### src/rtl/core/assert_macros.svh
// Assertion macros shared by the converter RTL.
`ifndef ASSERT_MACROS_SVH
`define ASSERT_MACROS_SVH
`ifndef ASSERT_OFF
// Property checked at every rising edge outside reset.
`define ASSERT_CLK(lbl, clk, rst, prop) \
  lbl: assert property (@(posedge clk) disable iff (rst) prop) else $error("assertion failed");
// Expression that must never be true outside reset.
`define ASSERT_NEVER(lbl, clk, rst, expr) \
  `ASSERT_CLK(lbl, clk, rst, !(expr))
`else
`define ASSERT_CLK(lbl, clk, rst, prop)
`define ASSERT_NEVER(lbl, clk, rst, expr)
`endif
`endif

### src/rtl/core/dsdc_pkg.sv
// Types, constants, microcode and month table of the date and serial day converter.
package dsdc_pkg;

  localparam int YEAR_W   = 14;
  localparam int MONTH_W  = 4;
  localparam int DAY_W    = 5;
  localparam int SERIAL_W = 22;

  localparam int DEF_BASE_YEAR = 1800;
  localparam int DEF_LAST_YEAR = 9999;

  // Working year is one bit wider than the field so that year + 1 always fits.
  localparam int YW          = YEAR_W + 1;
  localparam int DBY_W       = 24;
  localparam int PC_W        = 5;
  localparam int BIT_IDX_W   = 4;
  localparam int RECIP_100   = 5243;
  localparam int RECIP_SHIFT = 19;
  localparam int DAYS_YEAR   = 365;
  localparam int DAYS_LEAP   = 366;
  localparam int MONTHS      = 12;
  localparam int LAST_MONTH_IDX = 11;

  typedef struct packed {
    logic                func;
    logic [YEAR_W-1:0]   year_in;
    logic [MONTH_W-1:0]  month_in;
    logic [DAY_W-1:0]    day_in;
    logic [SERIAL_W-1:0] serial_in;
  } dsdc_cmd_t;

  typedef struct packed {
    logic [SERIAL_W-1:0] serial_out;
    logic [YEAR_W-1:0]   year_out;
    logic [MONTH_W-1:0]  month_out;
    logic [DAY_W-1:0]    day_out;
    logic                range_error;
  } dsdc_rsp_t;

  typedef enum logic [3:0] {
    U_NOP,
    U_LOAD,
    U_ENC_INIT,
    U_ADD_MONTH,
    U_OUT_ENC,
    U_OUT_ERR,
    U_BS_INIT,
    U_TRIAL_CHK,
    U_BS_DECIDE,
    U_SET_Y,
    U_DEC_INIT,
    U_SUB_MONTH,
    U_OUT_DEC
  } dsdc_uop_t;

  typedef enum logic [1:0] {
    SEL_NONE,
    SEL_Y,
    SEL_Y1,
    SEL_TRIAL
  } dsdc_usel_t;

  typedef enum logic [3:0] {
    C_NEVER,
    C_ALWAYS,
    C_NO_CMD,
    C_FUNC1,
    C_YEAR_BAD,
    C_SERIAL_BAD,
    C_BIT_MORE,
    C_ENC_MDONE,
    C_DEC_MDONE,
    C_OUT_BLOCKED
  } dsdc_cond_t;

  typedef enum logic [PC_W-1:0] {
    S_IDLE,
    S_CHK_FUNC,
    S_CHK_YEAR,
    S_ENC_EVAL,
    S_ENC_NEXT,
    S_ENC_INIT,
    S_ENC_TEST,
    S_ENC_ADD,
    S_ENC_OUT,
    S_ERR_OUT,
    S_DEC_CHK,
    S_BS_INIT,
    S_BS_EVAL,
    S_BS_DECIDE,
    S_SET_Y,
    S_DEC_EVAL,
    S_DEC_NEXT,
    S_DEC_INIT,
    S_DEC_TEST,
    S_DEC_SUB,
    S_DEC_OUT
  } dsdc_step_t;

  typedef struct packed {
    dsdc_usel_t usel;
    logic       cap;
    dsdc_uop_t  op;
    dsdc_cond_t cond;
    dsdc_step_t target;
    logic       last;
  } dsdc_cw_t;

  typedef struct packed {
    logic no_cmd;
    logic func1;
    logic year_bad;
    logic serial_bad;
    logic bit_more;
    logic enc_mdone;
    logic dec_mdone;
    logic out_blocked;
  } dsdc_status_t;

  // Control store. A taken condition jumps to target; otherwise the step falls
  // through, or returns to idle when it is the last step of a routine.
  function automatic dsdc_cw_t ucode(input logic [PC_W-1:0] pc);
    dsdc_cw_t cw;
    cw = '{usel: SEL_NONE, cap: 1'b0, op: U_NOP, cond: C_NEVER, target: S_IDLE,
           last: 1'b0};
    unique case (pc)
      S_IDLE: begin
        cw.op = U_LOAD;      cw.cond = C_NO_CMD;      cw.target = S_IDLE;
      end
      S_CHK_FUNC: begin
        cw.cond = C_FUNC1;   cw.target = S_DEC_CHK;
      end
      S_CHK_YEAR: begin
        cw.cond = C_YEAR_BAD; cw.target = S_ERR_OUT;
      end
      S_ENC_EVAL: begin
        cw.usel = SEL_Y;
      end
      S_ENC_NEXT: begin
        cw.usel = SEL_Y1;    cw.cap = 1'b1;
      end
      S_ENC_INIT: begin
        cw.op = U_ENC_INIT;
      end
      S_ENC_TEST: begin
        cw.cond = C_ENC_MDONE; cw.target = S_ENC_OUT;
      end
      S_ENC_ADD: begin
        cw.op = U_ADD_MONTH; cw.cond = C_ALWAYS;      cw.target = S_ENC_TEST;
      end
      S_ENC_OUT: begin
        cw.op = U_OUT_ENC;   cw.cond = C_OUT_BLOCKED; cw.target = S_ENC_OUT;
        cw.last = 1'b1;
      end
      S_ERR_OUT: begin
        cw.op = U_OUT_ERR;   cw.cond = C_OUT_BLOCKED; cw.target = S_ERR_OUT;
        cw.last = 1'b1;
      end
      S_DEC_CHK: begin
        cw.cond = C_SERIAL_BAD; cw.target = S_ERR_OUT;
      end
      S_BS_INIT: begin
        cw.op = U_BS_INIT;
      end
      S_BS_EVAL: begin
        cw.usel = SEL_TRIAL; cw.op = U_TRIAL_CHK;
      end
      S_BS_DECIDE: begin
        cw.op = U_BS_DECIDE; cw.cond = C_BIT_MORE;    cw.target = S_BS_EVAL;
      end
      S_SET_Y: begin
        cw.op = U_SET_Y;
      end
      S_DEC_EVAL: begin
        cw.usel = SEL_Y;
      end
      S_DEC_NEXT: begin
        cw.usel = SEL_Y1;    cw.cap = 1'b1;
      end
      S_DEC_INIT: begin
        cw.op = U_DEC_INIT;
      end
      S_DEC_TEST: begin
        cw.cond = C_DEC_MDONE; cw.target = S_DEC_OUT;
      end
      S_DEC_SUB: begin
        cw.op = U_SUB_MONTH; cw.cond = C_ALWAYS;      cw.target = S_DEC_TEST;
      end
      S_DEC_OUT: begin
        cw.op = U_OUT_DEC;   cw.cond = C_OUT_BLOCKED; cw.target = S_DEC_OUT;
        cw.last = 1'b1;
      end
      default: begin
        cw.cond = C_ALWAYS;  cw.target = S_IDLE;
      end
    endcase
    return cw;
  endfunction

  // Length of month index mi (0 is January) in a leap or common year.
  function automatic logic [DAY_W-1:0] month_days(input logic [MONTH_W-1:0] mi,
                                                  input logic leap);
    logic [DAY_W-1:0] n;
    case (mi)
      4'd1:                      n = leap ? 5'd29 : 5'd28;
      4'd3, 4'd5, 4'd8, 4'd10:   n = 5'd30;
      default:                   n = 5'd31;
    endcase
    return n;
  endfunction

endpackage

### src/rtl/core/dsdc_useq.sv
// Microcode sequencer: step counter, control store lookup and conditional jumps.
module dsdc_useq (
  input  logic                  clk,
  input  logic                  rst,
  input  dsdc_pkg::dsdc_status_t status,
  output dsdc_pkg::dsdc_cw_t     cw
);

  logic [dsdc_pkg::PC_W-1:0] pc;
  logic [dsdc_pkg::PC_W-1:0] pc_next;
  logic                      hit;

  assign cw = dsdc_pkg::ucode(pc);

  always_comb begin
    unique case (cw.cond)
      dsdc_pkg::C_NEVER:       hit = 1'b0;
      dsdc_pkg::C_ALWAYS:      hit = 1'b1;
      dsdc_pkg::C_NO_CMD:      hit = status.no_cmd;
      dsdc_pkg::C_FUNC1:       hit = status.func1;
      dsdc_pkg::C_YEAR_BAD:    hit = status.year_bad;
      dsdc_pkg::C_SERIAL_BAD:  hit = status.serial_bad;
      dsdc_pkg::C_BIT_MORE:    hit = status.bit_more;
      dsdc_pkg::C_ENC_MDONE:   hit = status.enc_mdone;
      dsdc_pkg::C_DEC_MDONE:   hit = status.dec_mdone;
      dsdc_pkg::C_OUT_BLOCKED: hit = status.out_blocked;
      default:                 hit = 1'b0;
    endcase
  end

  always_comb begin
    if (hit) begin
      pc_next = cw.target;
    end else if (cw.last) begin
      pc_next = dsdc_pkg::S_IDLE;
    end else begin
      pc_next = pc + 1'b1;
    end
  end

  always_ff @(posedge clk) begin
    if (rst) begin
      pc <= dsdc_pkg::S_IDLE;
    end else begin
      pc <= pc_next;
    end
  end

endmodule

### src/rtl/core/dsdc_year_unit.sv
// Days from 1 January of the base year to 1 January of year x, in two steps.
module dsdc_year_unit #(
  parameter int BASE_YEAR = dsdc_pkg::DEF_BASE_YEAR
) (
  input  logic                       clk,
  input  logic                       en,
  input  logic [dsdc_pkg::YW-1:0]    x,
  output logic [dsdc_pkg::DBY_W-1:0] dby
);

  localparam int YW     = dsdc_pkg::YW;
  localparam int DBY_W  = dsdc_pkg::DBY_W;
  localparam int Q4_W   = YW - 2;
  // Quotients of a 14-bit year by 100 and by 400 stay below 164 and 41.
  localparam int Q100_W = 8;
  localparam int Q400_W = 6;
  localparam int PROD_W = YW + 13;
  localparam int LEAPS_BEFORE = (BASE_YEAR - 1) / 4 - (BASE_YEAR - 1) / 100
                              + (BASE_YEAR - 1) / 400;

  logic [YW-1:0]     xm1;
  logic [YW-1:0]     span;
  logic [Q4_W-1:0]   q4_c;
  logic [PROD_W-1:0] p100;
  logic [PROD_W-1:0] p400;

  logic [Q4_W-1:0]   q4;
  logic [Q100_W-1:0] q100;
  logic [Q400_W-1:0] q400;
  logic [DBY_W-1:0]  m365;

  assign xm1  = x - 1'b1;
  assign span = x - YW'(BASE_YEAR);
  assign q4_c = xm1[YW-1:2];
  // Division by 100 as a reciprocal multiply; exact for every 15-bit operand used.
  assign p100 = PROD_W'(xm1) * PROD_W'(dsdc_pkg::RECIP_100);
  assign p400 = PROD_W'(q4_c) * PROD_W'(dsdc_pkg::RECIP_100);

  always_ff @(posedge clk) begin
    if (en) begin
      q4   <= q4_c;
      q100 <= p100[dsdc_pkg::RECIP_SHIFT +: Q100_W];
      q400 <= p400[dsdc_pkg::RECIP_SHIFT +: Q400_W];
      m365 <= DBY_W'(span) * DBY_W'(dsdc_pkg::DAYS_YEAR);
    end
  end

  assign dby = m365 + DBY_W'(q4) - DBY_W'(q100) + DBY_W'(q400) - DBY_W'(LEAPS_BEFORE);

endmodule

### src/rtl/core/dsdc_datapath.sv
// Datapath of the converter: working registers, year unit, month walk, result register.
module dsdc_datapath #(
  parameter int BASE_YEAR = dsdc_pkg::DEF_BASE_YEAR,
  parameter int LAST_YEAR = dsdc_pkg::DEF_LAST_YEAR
) (
  input  logic                   clk,
  input  logic                   rst,
  input  dsdc_pkg::dsdc_cw_t     cw,
  input  logic                   cmd_valid,
  output logic                   cmd_ready,
  input  dsdc_pkg::dsdc_cmd_t    cmd,
  output logic                   rsp_valid,
  input  logic                   rsp_ready,
  output dsdc_pkg::dsdc_rsp_t    rsp,
  output dsdc_pkg::dsdc_status_t status
);

  localparam int YW      = dsdc_pkg::YW;
  localparam int DBY_W   = dsdc_pkg::DBY_W;
  localparam int MONTH_W = dsdc_pkg::MONTH_W;
  localparam int SPAN    = LAST_YEAR - BASE_YEAR;
  localparam int KW      = $clog2(SPAN + 1);
  localparam int MAX_SERIAL = dsdc_pkg::DAYS_YEAR * (SPAN + 1)
                            + (LAST_YEAR / 4 - LAST_YEAR / 100 + LAST_YEAR / 400)
                            - ((BASE_YEAR - 1) / 4 - (BASE_YEAR - 1) / 100
                               + (BASE_YEAR - 1) / 400);

  logic                            func_r;
  logic [YW-1:0]                   y;
  logic [MONTH_W-1:0]              month_lim;
  logic [dsdc_pkg::DAY_W-1:0]      day_r;
  logic [dsdc_pkg::SERIAL_W-1:0]   serial_r;
  logic [KW-1:0]                   k;
  logic [dsdc_pkg::BIT_IDX_W-1:0]  bit_idx;
  logic                            trial_ok;
  logic [DBY_W-1:0]                dby_a;
  logic [DBY_W-1:0]                acc;
  logic                            leap;
  logic [MONTH_W-1:0]              mi;

  logic [KW-1:0]                   trial;
  logic [YW-1:0]                   trial_year;
  logic [YW-1:0]                   unit_x;
  logic                            unit_en;
  logic [DBY_W-1:0]                dby;
  logic [dsdc_pkg::DAY_W-1:0]      dim;
  logic                            out_op;
  logic                            out_load;
  dsdc_pkg::dsdc_rsp_t             rsp_next;

  assign trial      = k | (KW'(1) << bit_idx);
  assign trial_year = YW'(BASE_YEAR) + YW'(trial);
  assign dim        = dsdc_pkg::month_days(mi, leap);

  always_comb begin
    case (cw.usel)
      dsdc_pkg::SEL_Y1:    unit_x = y + 1'b1;
      dsdc_pkg::SEL_TRIAL: unit_x = trial_year;
      default:             unit_x = y;
    endcase
  end

  assign unit_en = (cw.usel != dsdc_pkg::SEL_NONE);

  dsdc_year_unit #(
    .BASE_YEAR (BASE_YEAR)
  ) u_year (
    .clk (clk),
    .en  (unit_en),
    .x   (unit_x),
    .dby (dby)
  );

  assign cmd_ready = (cw.op == dsdc_pkg::U_LOAD);

  assign status.no_cmd      = !cmd_valid;
  assign status.func1       = func_r;
  assign status.year_bad    = (y < YW'(BASE_YEAR)) || (y > YW'(LAST_YEAR));
  assign status.serial_bad  = DBY_W'(serial_r) > DBY_W'(MAX_SERIAL);
  assign status.bit_more    = (bit_idx != '0);
  assign status.enc_mdone   = ({1'b0, mi} + 5'd1) >= {1'b0, month_lim};
  assign status.dec_mdone   = (mi == MONTH_W'(dsdc_pkg::LAST_MONTH_IDX))
                           || (acc <= DBY_W'(dim));
  assign status.out_blocked = rsp_valid && !rsp_ready;

  always_ff @(posedge clk) begin
    if (cw.cap) begin
      dby_a <= dby;
    end
    unique case (cw.op)
      dsdc_pkg::U_LOAD: begin
        if (cmd_valid) begin
          func_r    <= cmd.func;
          y         <= {1'b0, cmd.year_in};
          month_lim <= (cmd.month_in > MONTH_W'(dsdc_pkg::MONTHS))
                       ? MONTH_W'(dsdc_pkg::MONTHS) : cmd.month_in;
          day_r     <= cmd.day_in;
          serial_r  <= cmd.serial_in;
        end
      end
      dsdc_pkg::U_ENC_INIT: begin
        leap <= (dby - dby_a) == DBY_W'(dsdc_pkg::DAYS_LEAP);
        acc  <= dby_a + DBY_W'(day_r);
        mi   <= '0;
      end
      dsdc_pkg::U_ADD_MONTH: begin
        acc <= acc + DBY_W'(dim);
        mi  <= mi + 1'b1;
      end
      dsdc_pkg::U_BS_INIT: begin
        k       <= '0;
        bit_idx <= dsdc_pkg::BIT_IDX_W'(KW - 1);
      end
      dsdc_pkg::U_TRIAL_CHK: begin
        trial_ok <= trial_year <= YW'(LAST_YEAR);
      end
      dsdc_pkg::U_BS_DECIDE: begin
        // Keep the bit when that year still starts on or before the serial day.
        if (trial_ok && (dby < DBY_W'(serial_r))) begin
          k <= trial;
        end
        bit_idx <= bit_idx - 1'b1;
      end
      dsdc_pkg::U_SET_Y: begin
        y <= YW'(BASE_YEAR) + YW'(k);
      end
      dsdc_pkg::U_DEC_INIT: begin
        leap <= (dby - dby_a) == DBY_W'(dsdc_pkg::DAYS_LEAP);
        acc  <= DBY_W'(serial_r) - dby_a;
        mi   <= '0;
      end
      dsdc_pkg::U_SUB_MONTH: begin
        acc <= acc - DBY_W'(dim);
        mi  <= mi + 1'b1;
      end
      default: begin
      end
    endcase
  end

  assign out_op   = (cw.op == dsdc_pkg::U_OUT_ENC) || (cw.op == dsdc_pkg::U_OUT_DEC)
                 || (cw.op == dsdc_pkg::U_OUT_ERR);
  assign out_load = out_op && !status.out_blocked;

  always_comb begin
    rsp_next = '0;
    case (cw.op)
      dsdc_pkg::U_OUT_ENC: begin
        rsp_next.serial_out = acc[dsdc_pkg::SERIAL_W-1:0];
      end
      dsdc_pkg::U_OUT_DEC: begin
        rsp_next.year_out  = y[dsdc_pkg::YEAR_W-1:0];
        rsp_next.month_out = mi + 1'b1;
        rsp_next.day_out   = acc[dsdc_pkg::DAY_W-1:0];
      end
      dsdc_pkg::U_OUT_ERR: begin
        rsp_next.range_error = 1'b1;
        if (func_r) begin
          rsp_next.year_out  = dsdc_pkg::YEAR_W'(BASE_YEAR);
          rsp_next.month_out = MONTH_W'(1);
        end
      end
      default: begin
      end
    endcase
  end

  always_ff @(posedge clk) begin
    if (out_load) begin
      rsp <= rsp_next;
    end
  end

  always_ff @(posedge clk) begin
    if (rst) begin
      rsp_valid <= 1'b0;
    end else if (out_load) begin
      rsp_valid <= 1'b1;
    end else if (rsp_ready) begin
      rsp_valid <= 1'b0;
    end
  end

endmodule

### src/rtl/core/date_serial_day_converter_core.sv
// Top level of the Gregorian date and serial day number converter.
//
//   channel  direction  handshake              payload
//   cmd      in         cmd_valid / cmd_ready  dsdc_cmd_t: func, date, serial
//   rsp      out        rsp_valid / rsp_ready  dsdc_rsp_t: serial, date, range_error
//
// One transaction at a time. Date to serial walks the months before the given one (at
// most 11); serial to date runs a year bisection over the KW bits of the year span, each
// bit tried in an evaluate step and a decide step, then walks the whole months passed
// (at most 11). Range errors go from the year or serial check to the error output step.
// The next transaction is accepted in the cycle after the output step at the earliest.
// Reset is synchronous and clears the step counter and rsp_valid. A stalled rsp holds
// only the final step; cmd_ready returns once the result sits in the output register.
`include "assert_macros.svh"

module date_serial_day_converter_core #(
  parameter int BASE_YEAR = dsdc_pkg::DEF_BASE_YEAR,
  parameter int LAST_YEAR = dsdc_pkg::DEF_LAST_YEAR
) (
  input  logic                clk,
  input  logic                rst,
  input  logic                cmd_valid,
  output logic                cmd_ready,
  input  dsdc_pkg::dsdc_cmd_t cmd,
  output logic                rsp_valid,
  input  logic                rsp_ready,
  output dsdc_pkg::dsdc_rsp_t rsp
);

  dsdc_pkg::dsdc_cw_t     cw;
  dsdc_pkg::dsdc_status_t status;
  logic                   out_step;
  logic                   year_ok;

  dsdc_useq u_seq (
    .clk    (clk),
    .rst    (rst),
    .status (status),
    .cw     (cw)
  );

  dsdc_datapath #(
    .BASE_YEAR (BASE_YEAR),
    .LAST_YEAR (LAST_YEAR)
  ) u_dp (
    .clk       (clk),
    .rst       (rst),
    .cw        (cw),
    .cmd_valid (cmd_valid),
    .cmd_ready (cmd_ready),
    .cmd       (cmd),
    .rsp_valid (rsp_valid),
    .rsp_ready (rsp_ready),
    .rsp       (rsp),
    .status    (status)
  );

  assign out_step = (cw.op == dsdc_pkg::U_OUT_ENC) || (cw.op == dsdc_pkg::U_OUT_DEC)
                 || (cw.op == dsdc_pkg::U_OUT_ERR);
  assign year_ok  = (rsp.year_out >= dsdc_pkg::YEAR_W'(BASE_YEAR))
                 && (rsp.year_out <= dsdc_pkg::YEAR_W'(LAST_YEAR));

  // An accepted transaction keeps the block busy in the following cycle.
  `ASSERT_CLK(a_busy_after_accept, clk, rst, (cmd_valid && cmd_ready) |=> !cmd_ready)
  // A new result only appears after one of the output steps.
  `ASSERT_CLK(a_rsp_from_out_step, clk, rst, $rose(rsp_valid) |-> $past(out_step))
  // A decoded year lies inside the supported span.
  `ASSERT_CLK(a_year_in_span, clk, rst, (rsp_valid && rsp.year_out != '0) |-> year_ok)
  `ASSERT_NEVER(a_month_in_range, clk, rst, rsp_valid && rsp.month_out > 4'(dsdc_pkg::MONTHS))

endmodule

### config.mk
export PLATFORM = sky130hd
export DESIGN_NAME = date_serial_day_converter_core
export DESIGN_NICKNAME = d
export VERILOG_FILES = /design/src/rtl/core/dsdc_pkg.sv /design/src/rtl/core/dsdc_useq.sv /design/src/rtl/core/dsdc_year_unit.sv /design/src/rtl/core/dsdc_datapath.sv /design/src/rtl/core/date_serial_day_converter_core.sv
export VERILOG_INCLUDE_DIRS = /design/src /design/src/rtl/core
export SDC_FILE = /design/constraint.sdc
export NUM_CORES = 1
export LEC_CHECK = 0
export BUFFER_PORTS_ARGS = -buffer_cell sky130_fd_sc_hd__buf_2
export CAP_MARGIN = 20
export CORE_MARGIN = 2
export CORE_UTILIZATION = 55
export DETAILED_ROUTE_END_ITERATION = 6
export PLACE_DENSITY_LB_ADDON = 0.15
export SYNTH_ARGS = -nofsm -noshare
export SYNTH_HDL_FRONTEND = slang
export SYNTH_SLANG_ARGS = --single-unit
### constraint.sdc
create_clock -name clk -period 13.46 [get_ports clk]
set_clock_uncertainty 0.2 [all_clocks]
set_input_delay 2.692 -clock clk [delete_from_list [all_inputs] [get_ports clk]]
set_output_delay 2.692 -clock clk [all_outputs]
set_load 0.01 [all_outputs]
* After elaboration in Yosys (flattened, before gate mapping)
Cells that the tools add are included.
** Operators by class
- Reduce and logical (&&, ||, !) cells :: 28
- Multipliers :: 3
- Shifts and indexed selects :: 1
- Magnitude comparators :: 8
- Bitwise logic cells :: 1
- Equal/unequal tests :: 52
- Add/subtract/negate cells :: 18
- Mux-type cells :: 23
** Operators with widths (number)
- $pmux 9 s13 :: 1
- $pmux 24 s4 :: 1
- $pmux 15 s2 :: 2
- $add 24x5->24 :: 2
- $pmux 4 s12 :: 1
- $eq 4x4->1 const B :: 10
- $eq 5x4->1 const B :: 8
- $eq 4x3->1 const B :: 9
- $pmux 18 s2 :: 1
- $add 11x14->15 const A :: 2
- $mux 15 :: 2
- $pmux 14 s2 :: 1
- $mul 15x13->27 const B :: 1
- $eq 5x5->1 const B :: 5
- $mul 13x13->25 const B :: 1
- $add 24x13->24 :: 1
- $add 24x6->24 :: 1
- $eq 24x9->1 const B :: 1
- $le 24x5->1 :: 1
- $lt 24x22->1 :: 1
- $mul 15x9->24 const B :: 1
- $sub 22x24->24 :: 1
- $sub 24x24->24 :: 1
- $sub 24x5->24 :: 1
- other kinds (43) :: 78
** Storage, ports and cells
- Output and inout bits :: 48
- Flip-flop bits (word level) :: 222
- Bits of input ports :: 50

* Logic depth before layout (Yosys ltp)
Gate-level depths: netlist (run 1).
- Word-level depth :: 8
- Gate-level depth with buffers :: 38

* Modules after synthesis
From an unflattened synthesis (run 1), not the netlist that was laid out.
** Second synthesis, totals
- Cells, all modules :: 2633
- Area total of the unflattened synthesis :: 24576.1 sq um
** Modules (own cells, without submodules)
- dsdc_datapath :: times used 1, seq. area each 4974.8 sq um, cells each 1320, area each 12225.5 sq um
- dsdc_year_unit :: times used 1, seq. area each 1531.5 sq um, cells each 1177, area each 11350.9 sq um
- dsdc_useq :: times used 1, seq. area each 100.1 sq um, cells each 136, area each 999.7 sq um

* Worst setup path before layout (run 1)
Ideal clock, no wire load.
- Kind :: register -> register
- Start :: register u_seq.pc[3] (netlist bit)
- End :: register u_dp.u_year.q100[5] (data pin)
- Cell stages (with the launch flop) :: 34
- Arrival :: 8.045 ns
- Library setup time :: 0.266 ns
- Clock period less this slack :: 8.511 ns
- Slack :: 4.949 ns
- Path through :: dfxtp_1 -> clkbuf_1 -> clkbuf_1 -> and3_1 -> ha_1 -> or3b_1 -> or2_1 -> buf_4 -> o21ai_1 -> a221oi_1 -> ha_1 -> and2_1 -> nand4_1 -> nor3b_2 -> nand2_1 -> xor2_1 -> ha_1 -> fa_1 -> fa_1 -> fa_1 -> inv_1 -> fa_1 -> inv_1 -> ha_1 -> nand3_1 -> or2_2 -> o221ai_1 -> a21oi_1 -> o31ai_1 -> o21ai_0 -> o21ai_0 -> a2111oi_0 -> nor3_1 -> xor2_1
** Between the ends
- Word-level cells in the longest chain between the ends :: 7
- Elaborated cells between the ends (all ways) :: 13
- Those cells by class :: add/sub: 1; mul: 1; eq/ne: 7; mux: 2; reduce/logical: 2
** Ends and longest elaborated chain
- start: declaration :: line dsdc_useq.sv:9 : logic [dsdc_pkg::PC_W-1:0] pc;
- start signal: assignment :: line dsdc_useq.sv:43 : pc <= dsdc_pkg::S_IDLE;
- start signal: assignment :: line dsdc_useq.sv:45 : pc <= pc_next;
- $eq 5x3->1 (tied with other cells) :: line dsdc_pkg.sv:126 : unique case (pc)
- $reduce_or 2->1 (no source line)
- $pmux 2 s3 (*) :: line dsdc_pkg.sv:126
- $eq 2x2->1 :: line dsdc_datapath.sv:56 : case (cw.usel)
- $pmux 15 s2 (*) :: line dsdc_datapath.sv:56
- $sub 15x1->15 (*) :: line dsdc_year_unit.sv:32 : assign xm1 = x - 1'b1;
- named net u_dp.u_year.xm1[13] :: line dsdc_year_unit.sv:21 : logic [YW-1:0] xm1;
- $mul 15x13->27 (*) :: line dsdc_year_unit.sv:36 : assign p100 = PROD_W'(xm1) * PROD_W'(dsdc_pkg::RECIP_100);
- named net u_dp.u_year.p100[24] :: line dsdc_year_unit.sv:24 : logic [PROD_W-1:0] p100;
- end signal: assignment :: line dsdc_year_unit.sv:42 : q100 <= p100[dsdc_pkg::RECIP_SHIFT +: Q100_W];
- end: declaration :: line dsdc_year_unit.sv:28 : logic [Q100_W-1:0] q100;
The timed path passes the listed nets; every way through them passes the cells marked *.
A chain may end at the register's enable or synchronous reset.

* Worst setup path in the final report (run 1)
- Start :: register u_seq.pc[4] (netlist bit)
- End :: register u_dp.u_year.q100[5] (data pin)
The elaborated chain is that of the path after synthesis.

==> results.yml, run 1 <==
critical_path:
  cp_slowest_cell: "a221oi_1"
  worstPathMaxFanout: 20
  max_stage_delay_ns: 0.80
  endpoint_kind: "register"
  crit_family: "adder cells"
  start_kind: "register"
  worstSetupPathType: "reg2reg"
  critPathBufInv: 3
  cp.required_ns: 13.56
  arrival_ns: 10.23
synthesis:
  syn_area_um2: 23500
  ys_seq_area_frac: 0.281
  syn-num-nets: 2988
  synth-edff-count: 216
  yosys_warnings: 0
  postSynthAreaPerCell_um2: 9.57
  syn_inst: 2458
  synth_flop_cell: "edfxtp_1"
  postSynth.asyncResetShare: 0
  ys_types: 93
  ys_ff_latch: 222
die:
  row_count: 75
  top_level_ports: 98
  dieArea_um2: 44400
  die_y_um: 211
  die_w_um: 211
  start_util: 0.559
  core-area_um2: 42000
clocking:
  clk_pin_slew_worst_paths_ns: 0.06
  cts_root_buf: "clkbuf_16"
  clkSinkCount: 222
  cts_made_buffers: 28
  clk_path_buf_depth: 3
  htree_levels: 1
  tritoncts: "built"
  cts_hold_repair.buffers: 0
  post_cts_buffers: 0
  clk_latency_ns: 0.59
  postCtsResizedCells: 0
sta:
  period_needed_ns: 10.13
  period_share: 0.752
  rsz0062_at_grt: "false"
  worstMarginPinSlew_ns: 1.05
  timing.slew.headroom: 0.299
  maxSlewViolCount: 0
  hold_viol: 0
  finalSetupTns_ns: 0
  fmaxAchievable_mhz: 98.8
  setup-violations-final: 0
detailed_routing:
  drt-pass1-iter-count: 7
  via_count: 18200
  drt_iter0_drc: 1157
  routed_wirelength_um: 60300
  viasPerCell: 5.87
  drc: 4
  avgRoutedWirePerCell_um: 19.4
  detail-route-antenna-nets: 0
global_routing:
  grt_pass1_vias: 18600
  grt_use_total: 0.278
  grt_max_degree: 52
  antenna_found_initial: 0
  grt_overflow: 0
  grt_pass1_wl_um: 98100
place:
  gp_congestion: 0.933
  dp_hpwl_um: 49200
  port-buffer-count: 97
finish:
  layout_common_cells: "inv_1, ha_1, edfxtp_1"
  synthToLayoutAreaGrowth_pct: 8.51
  seqCellArea_um2: 6610
  multi_input_area_um2: 15100
  num_antenna_cells: 0
  final_layout_size_suffix_gt1_frac: 0.0787
  fill_cells: 3590
  fin_nets: 3075
  final_common_cell: "inv_1"
job:
  cap_viol_max_count: 0
run_status:
  violations: "design-rule violations"
  status: "finished with violations"
worst_hold_path:
  hold_path.class: "reg2reg"
[cell usage after synthesis, types with 7 or more instances]
master | instances | area, um2
inv_1 | 410 | 1540
ha_1 | 334 | 4180
edfxtp_1 | 216 | 6490
nor2_1 | 156 | 586
fa_1 | 146 | 2920
a21oi_1 | 137 | 686
nand2_1 | 121 | 454
xnor2_1 | 105 | 920
o21ai_0 | 99 | 495
nor3_1 | 60 | 300
xor2_1 | 55 | 482
nand3_1 | 50 | 250
a21o_1 | 46 | 345
clkbuf_1 | 43 | 161
and2_1 | 40 | 250
nor2b_1 | 28 | 175
and3_1 | 27 | 169
nand2b_1 | 27 | 169
nand4_1 | 24 | 150
o221ai_1 | 21 | 184
o21a_1 | 20 | 150
a31oi_1 | 18 | 113
nor4_1 | 18 | 113
a211oi_1 | 15 | 113
o22ai_1 | 14 | 87.6
o211ai_1 | 12 | 90.1
or2_2 | 12 | 75.1
a221oi_1 | 11 | 96.3
or3_1 | 11 | 68.8
mux2i_1 | 10 | 100
o21bai_1 | 10 | 75.1
o31ai_1 | 9 | 67.6
o41ai_1 | 8 | 70.1
a211o_1 | 7 | 61.3
a221o_1 | 7 | 70.1
o21ai_1 | 7 | 35.0
[cell type report]
cell class / instances / share of cell area
clock buffer: 31 / 0.0279
clock inverter: 20 / 0.00848
inverter: 413 / 0.0608
multi-input combinational: 1768 / 0.593
sequential: 222 / 0.259
tap: 539 / 0.0264
timing repair buffer: 112 / 0.0242
[registers in the layout, summed over array words and instances, names as in the netlist, 4 cells and up]
| name | count |
|---|---|
| u_dp.rsp | 46 |
| u_dp.acc | 24 |
| u_dp.dby_a | 24 |
| u_dp.u_year.m365 | 24 |
| u_dp.serial_r | 22 |
| u_dp.y | 15 |
| u_dp.k | 14 |
| u_dp.u_year.q4 | 13 |
| u_dp.u_year.q100 | 8 |
| u_dp.u_year.q400 | 6 |
| u_dp.day_r | 5 |
| u_seq.pc | 5 |
| u_dp.bit_idx | 4 |
| u_dp.mi | 4 |
| u_dp.month_lim | 4 |
[kinds of logic after synthesis]
family | share of synthesized area
flip-flops | 0.281
AND/OR/NAND/NOR | 0.128
AO/OA/AOI/OAI | 0.144
adder cells (fa/ha/maj) | 0.302
XOR/XNOR | 0.0620
multiplexers | 0.00713
buffers and inverters | 0.0758
[path summary, 6_finish.rpt]
path / start / endpoint / slack [ns] / cells past startpoint
setup / recovery: u_seq.pc[4] / u_dp.u_year.q100[5] / 3.33 / 30
hold / removal: u_seq.pc[0] / u_seq.pc[0] / 0.37 / 1
setup reg to reg: u_seq.pc[4] / u_dp.u_year.q100[5] / 3.33 / 30
hold reg to reg: u_seq.pc[0] / u_seq.pc[0] / 0.37 / 1
[layer usage]
metal / global-route usage / part of all wire / vias up
met5: 0 / 0 / -
met4: 0.122 / 0.050 / 0
met3: 0.0256 / 0.039 / 136
met2: 0.494 / 0.50 / 480
met1: 0.344 / 0.41 / 8867
li1: - / - / 8757
[through the flow]
stage,cell area (um2),instances,setup WS [ns],hold WS (ns),utilization
floorplan,23500,2458,4.95,0.306,-
global placement,24600,3052,3.70,0.315,0.584
detailed placement,24600,3052,3.45,0.349,0.584
CTS,25500,3103,3.42,0.371,0.606
global route,25500,3105,2.68,0.387,0.607
finish,25500,3105,3.33,0.373,0.607
Power of run 1 is left out: the tool's default activity adds up to more than one toggle a clock period on the data nets, which glitch-free logic cannot reach.
==> run 2, diff against run 1 <==
==> constraint.sdc (replaced) <==
create_clock -name clk -period 9.5 [get_ports clk]
set_clock_uncertainty 0.2 [all_clocks]
set_input_delay 1.9 -clock clk [delete_from_list [all_inputs] [get_ports clk]]
set_output_delay 1.9 -clock clk [all_outputs]
set_load 0.01 [all_outputs]
==> run 2 against run 1 <==
  * Fmax up 15%
  * Utilization grew 0.26 points
  * The flow still finishes with violations (design-rule violations)
  * Non-clock buffer count rose by 20
  * Worst hold slack gained 0.0068 ns
  * Flip-flop and latch count did not move
  * Via count about the same
==> results.yml, run 2 (same netlist as run 1, synthesis figures left out) <==
worst_hold_path:
  hold_end: "u_dp.rsp_valid"
  holdPathStages: 2
  min-delay-start: "u_dp.rsp_valid"
  hold_path.class: "reg2reg"
finish:
  fill_cells: 3576
  regMostFlops: "u_dp.rsp"
  layout_common_cells: "inv_1, ha_1, edfxtp_1"
  fin_area_um2: 25600
  seqCellArea_um2: 6610
  final_layout_size_suffix_gt1_frac: 0.0886
  largest_reg_flops: 46
  final_common_cell: "inv_1"
  synthToLayoutAreaGrowth_pct: 8.98
  multi_input_area_um2: 15200
  fin_util: 0.610
  fin_nets: 3094
  num_antenna_cells: 0
global_routing:
  grt_overflow: 0
  grt_pass1_wl_um: 97600
  grt_pass1_vias: 18700
  grt_max_degree: 52
  grt_use_total: 0.277
  antenna_found_initial: 0
die:
  top_level_ports: 98
  row_count: 75
  die_w_um: 211
  core-area_um2: 42000
  dieArea_um2: 44400
  start_util: 0.559
  die_y_um: 211
critical_path:
  worstSetupPathType: "reg2reg"
  start_kind: "register"
  endpoint_kind: "register"
  cp_common_cell: "fa_1"
  r2r_slack_ns: 0.68
  r2r-end: "u_dp.u_year.q100[5]"
  rr_startpoint: "u_seq.pc[0]"
  cp_slowest_cell: "fa_1"
  max_stage_delay_ns: 0.54
  rr_worst_depth: 32
  cp.required_ns: 9.61
  worstPathMaxFanout: 14
  arrival_ns: 8.93
clocking:
  htree_levels: 1
  cts_made_buffers: 27
  clk_path_buf_depth: 3
  clkSinkCount: 222
  cts_root_buf: "clkbuf_16"
  clk_pin_slew_worst_paths_ns: 0.06
  tritoncts: "built"
  clk_latency_ns: 0.58
detailed_routing:
  drt_iter0_drc: 1308
  via_count: 18300
  detail-route-antenna-nets: 0
  routed_wirelength_um: 60200
  avgRoutedWirePerCell_um: 19.3
  drc: 4
  viasPerCell: 5.84
  drt-pass1-iter-count: 7
place:
  gp_congestion: 0.946
  port-buffer-count: 97
  dp_hpwl_um: 49500
  place_area_um2: 24700
sta:
  hold_viol: 0
  rsz0062_at_grt: "false"
  period_share: 0.928
  worstMarginPinSlew_ns: 1.10
  setup-violations-final: 0
  timing.slew.headroom: 0.267
  maxSlewViolCount: 0
  finalSetupTns_ns: 0
  fmaxAchievable_mhz: 113
  period_needed_ns: 8.82
run_status:
  status: "finished with violations"
  violations: "design-rule violations"
job:
  cap_viol_max_count: 0
[run 2: routing by layer]
layer	share of wire	vias up	track usage	wire length, um
met5	0	-	0	0
met3	0.033	152	0.0236	2010
met2	0.50	436	0.493	30000
met4	0.053	0	0.129	3220
met1	0.41	8862	0.342	25000
li1	-	8803	-	-
[run 2: worst max-delay path: cells and delay by family, from the launching register on]
kind                     cells  cell delay, ns
AO/OA/AOI/OAI                7            1.66
XOR/XNOR                     2            0.57
adder cells (fa/ha/maj)      8            3.24
buffers and inverters        4            0.48
flip-flops                   1            0.46
AND/OR/NAND/NOR             11            1.95
[run 2: worst max-delay path by stage]
stage / cells after the start / end / startpoint / slack, ns
after global placement: 32 / u_dp.u_year.q100[5] / u_seq.pc[0] / 0.49
after floorplan: 33 / u_dp.u_year.q100[5] / u_seq.pc[3] / 0.99
final: 32 / u_dp.u_year.q100[5] / u_seq.pc[0] / 0.68
after CTS: 32 / u_dp.u_year.q100[5] / u_seq.pc[0] / 0.15
after global routing: 35 / u_dp.u_year.q100[5] / u_seq.pc[0] / 0.03
after detailed placement: 32 / u_dp.u_year.q100[5] / u_seq.pc[0] / 0.20
[run 2: through the flow]
stage / std cells / hold WS (ns) / setup WS, ns
after global placement: 3072 / 0.318 / 0.492
after CTS: 3121 / 0.362 / 0.150
final: 3123 / 0.380 / 0.680
after global routing: 3123 / 0.388 / 0.0284
after detailed placement: 3072 / 0.349 / 0.197
after floorplan: 2458 / 0.306 / 0.989
[run 2: timing repair]
action                                  in CTS  in global routing
buffers inserted                             0                  1
endpoints found under the setup margin       0                  9
gates resized for setup                      0                 11
hold buffers                                 0                  0
[run 2: final cells by class]
| class | count | share of cell area |
|---|---|---|
| Multi-Input combinational cell | 1768 | 0.593 |
| Sequential cell | 222 | 0.258 |
| Inverter | 413 | 0.0605 |
| Timing Repair Buffer | 132 | 0.0297 |
| Clock buffer | 30 | 0.0268 |
| Tap cell | 539 | 0.0263 |
| Clock inverter | 19 | 0.00561 |
Power of run 2 is left out for the same reason.
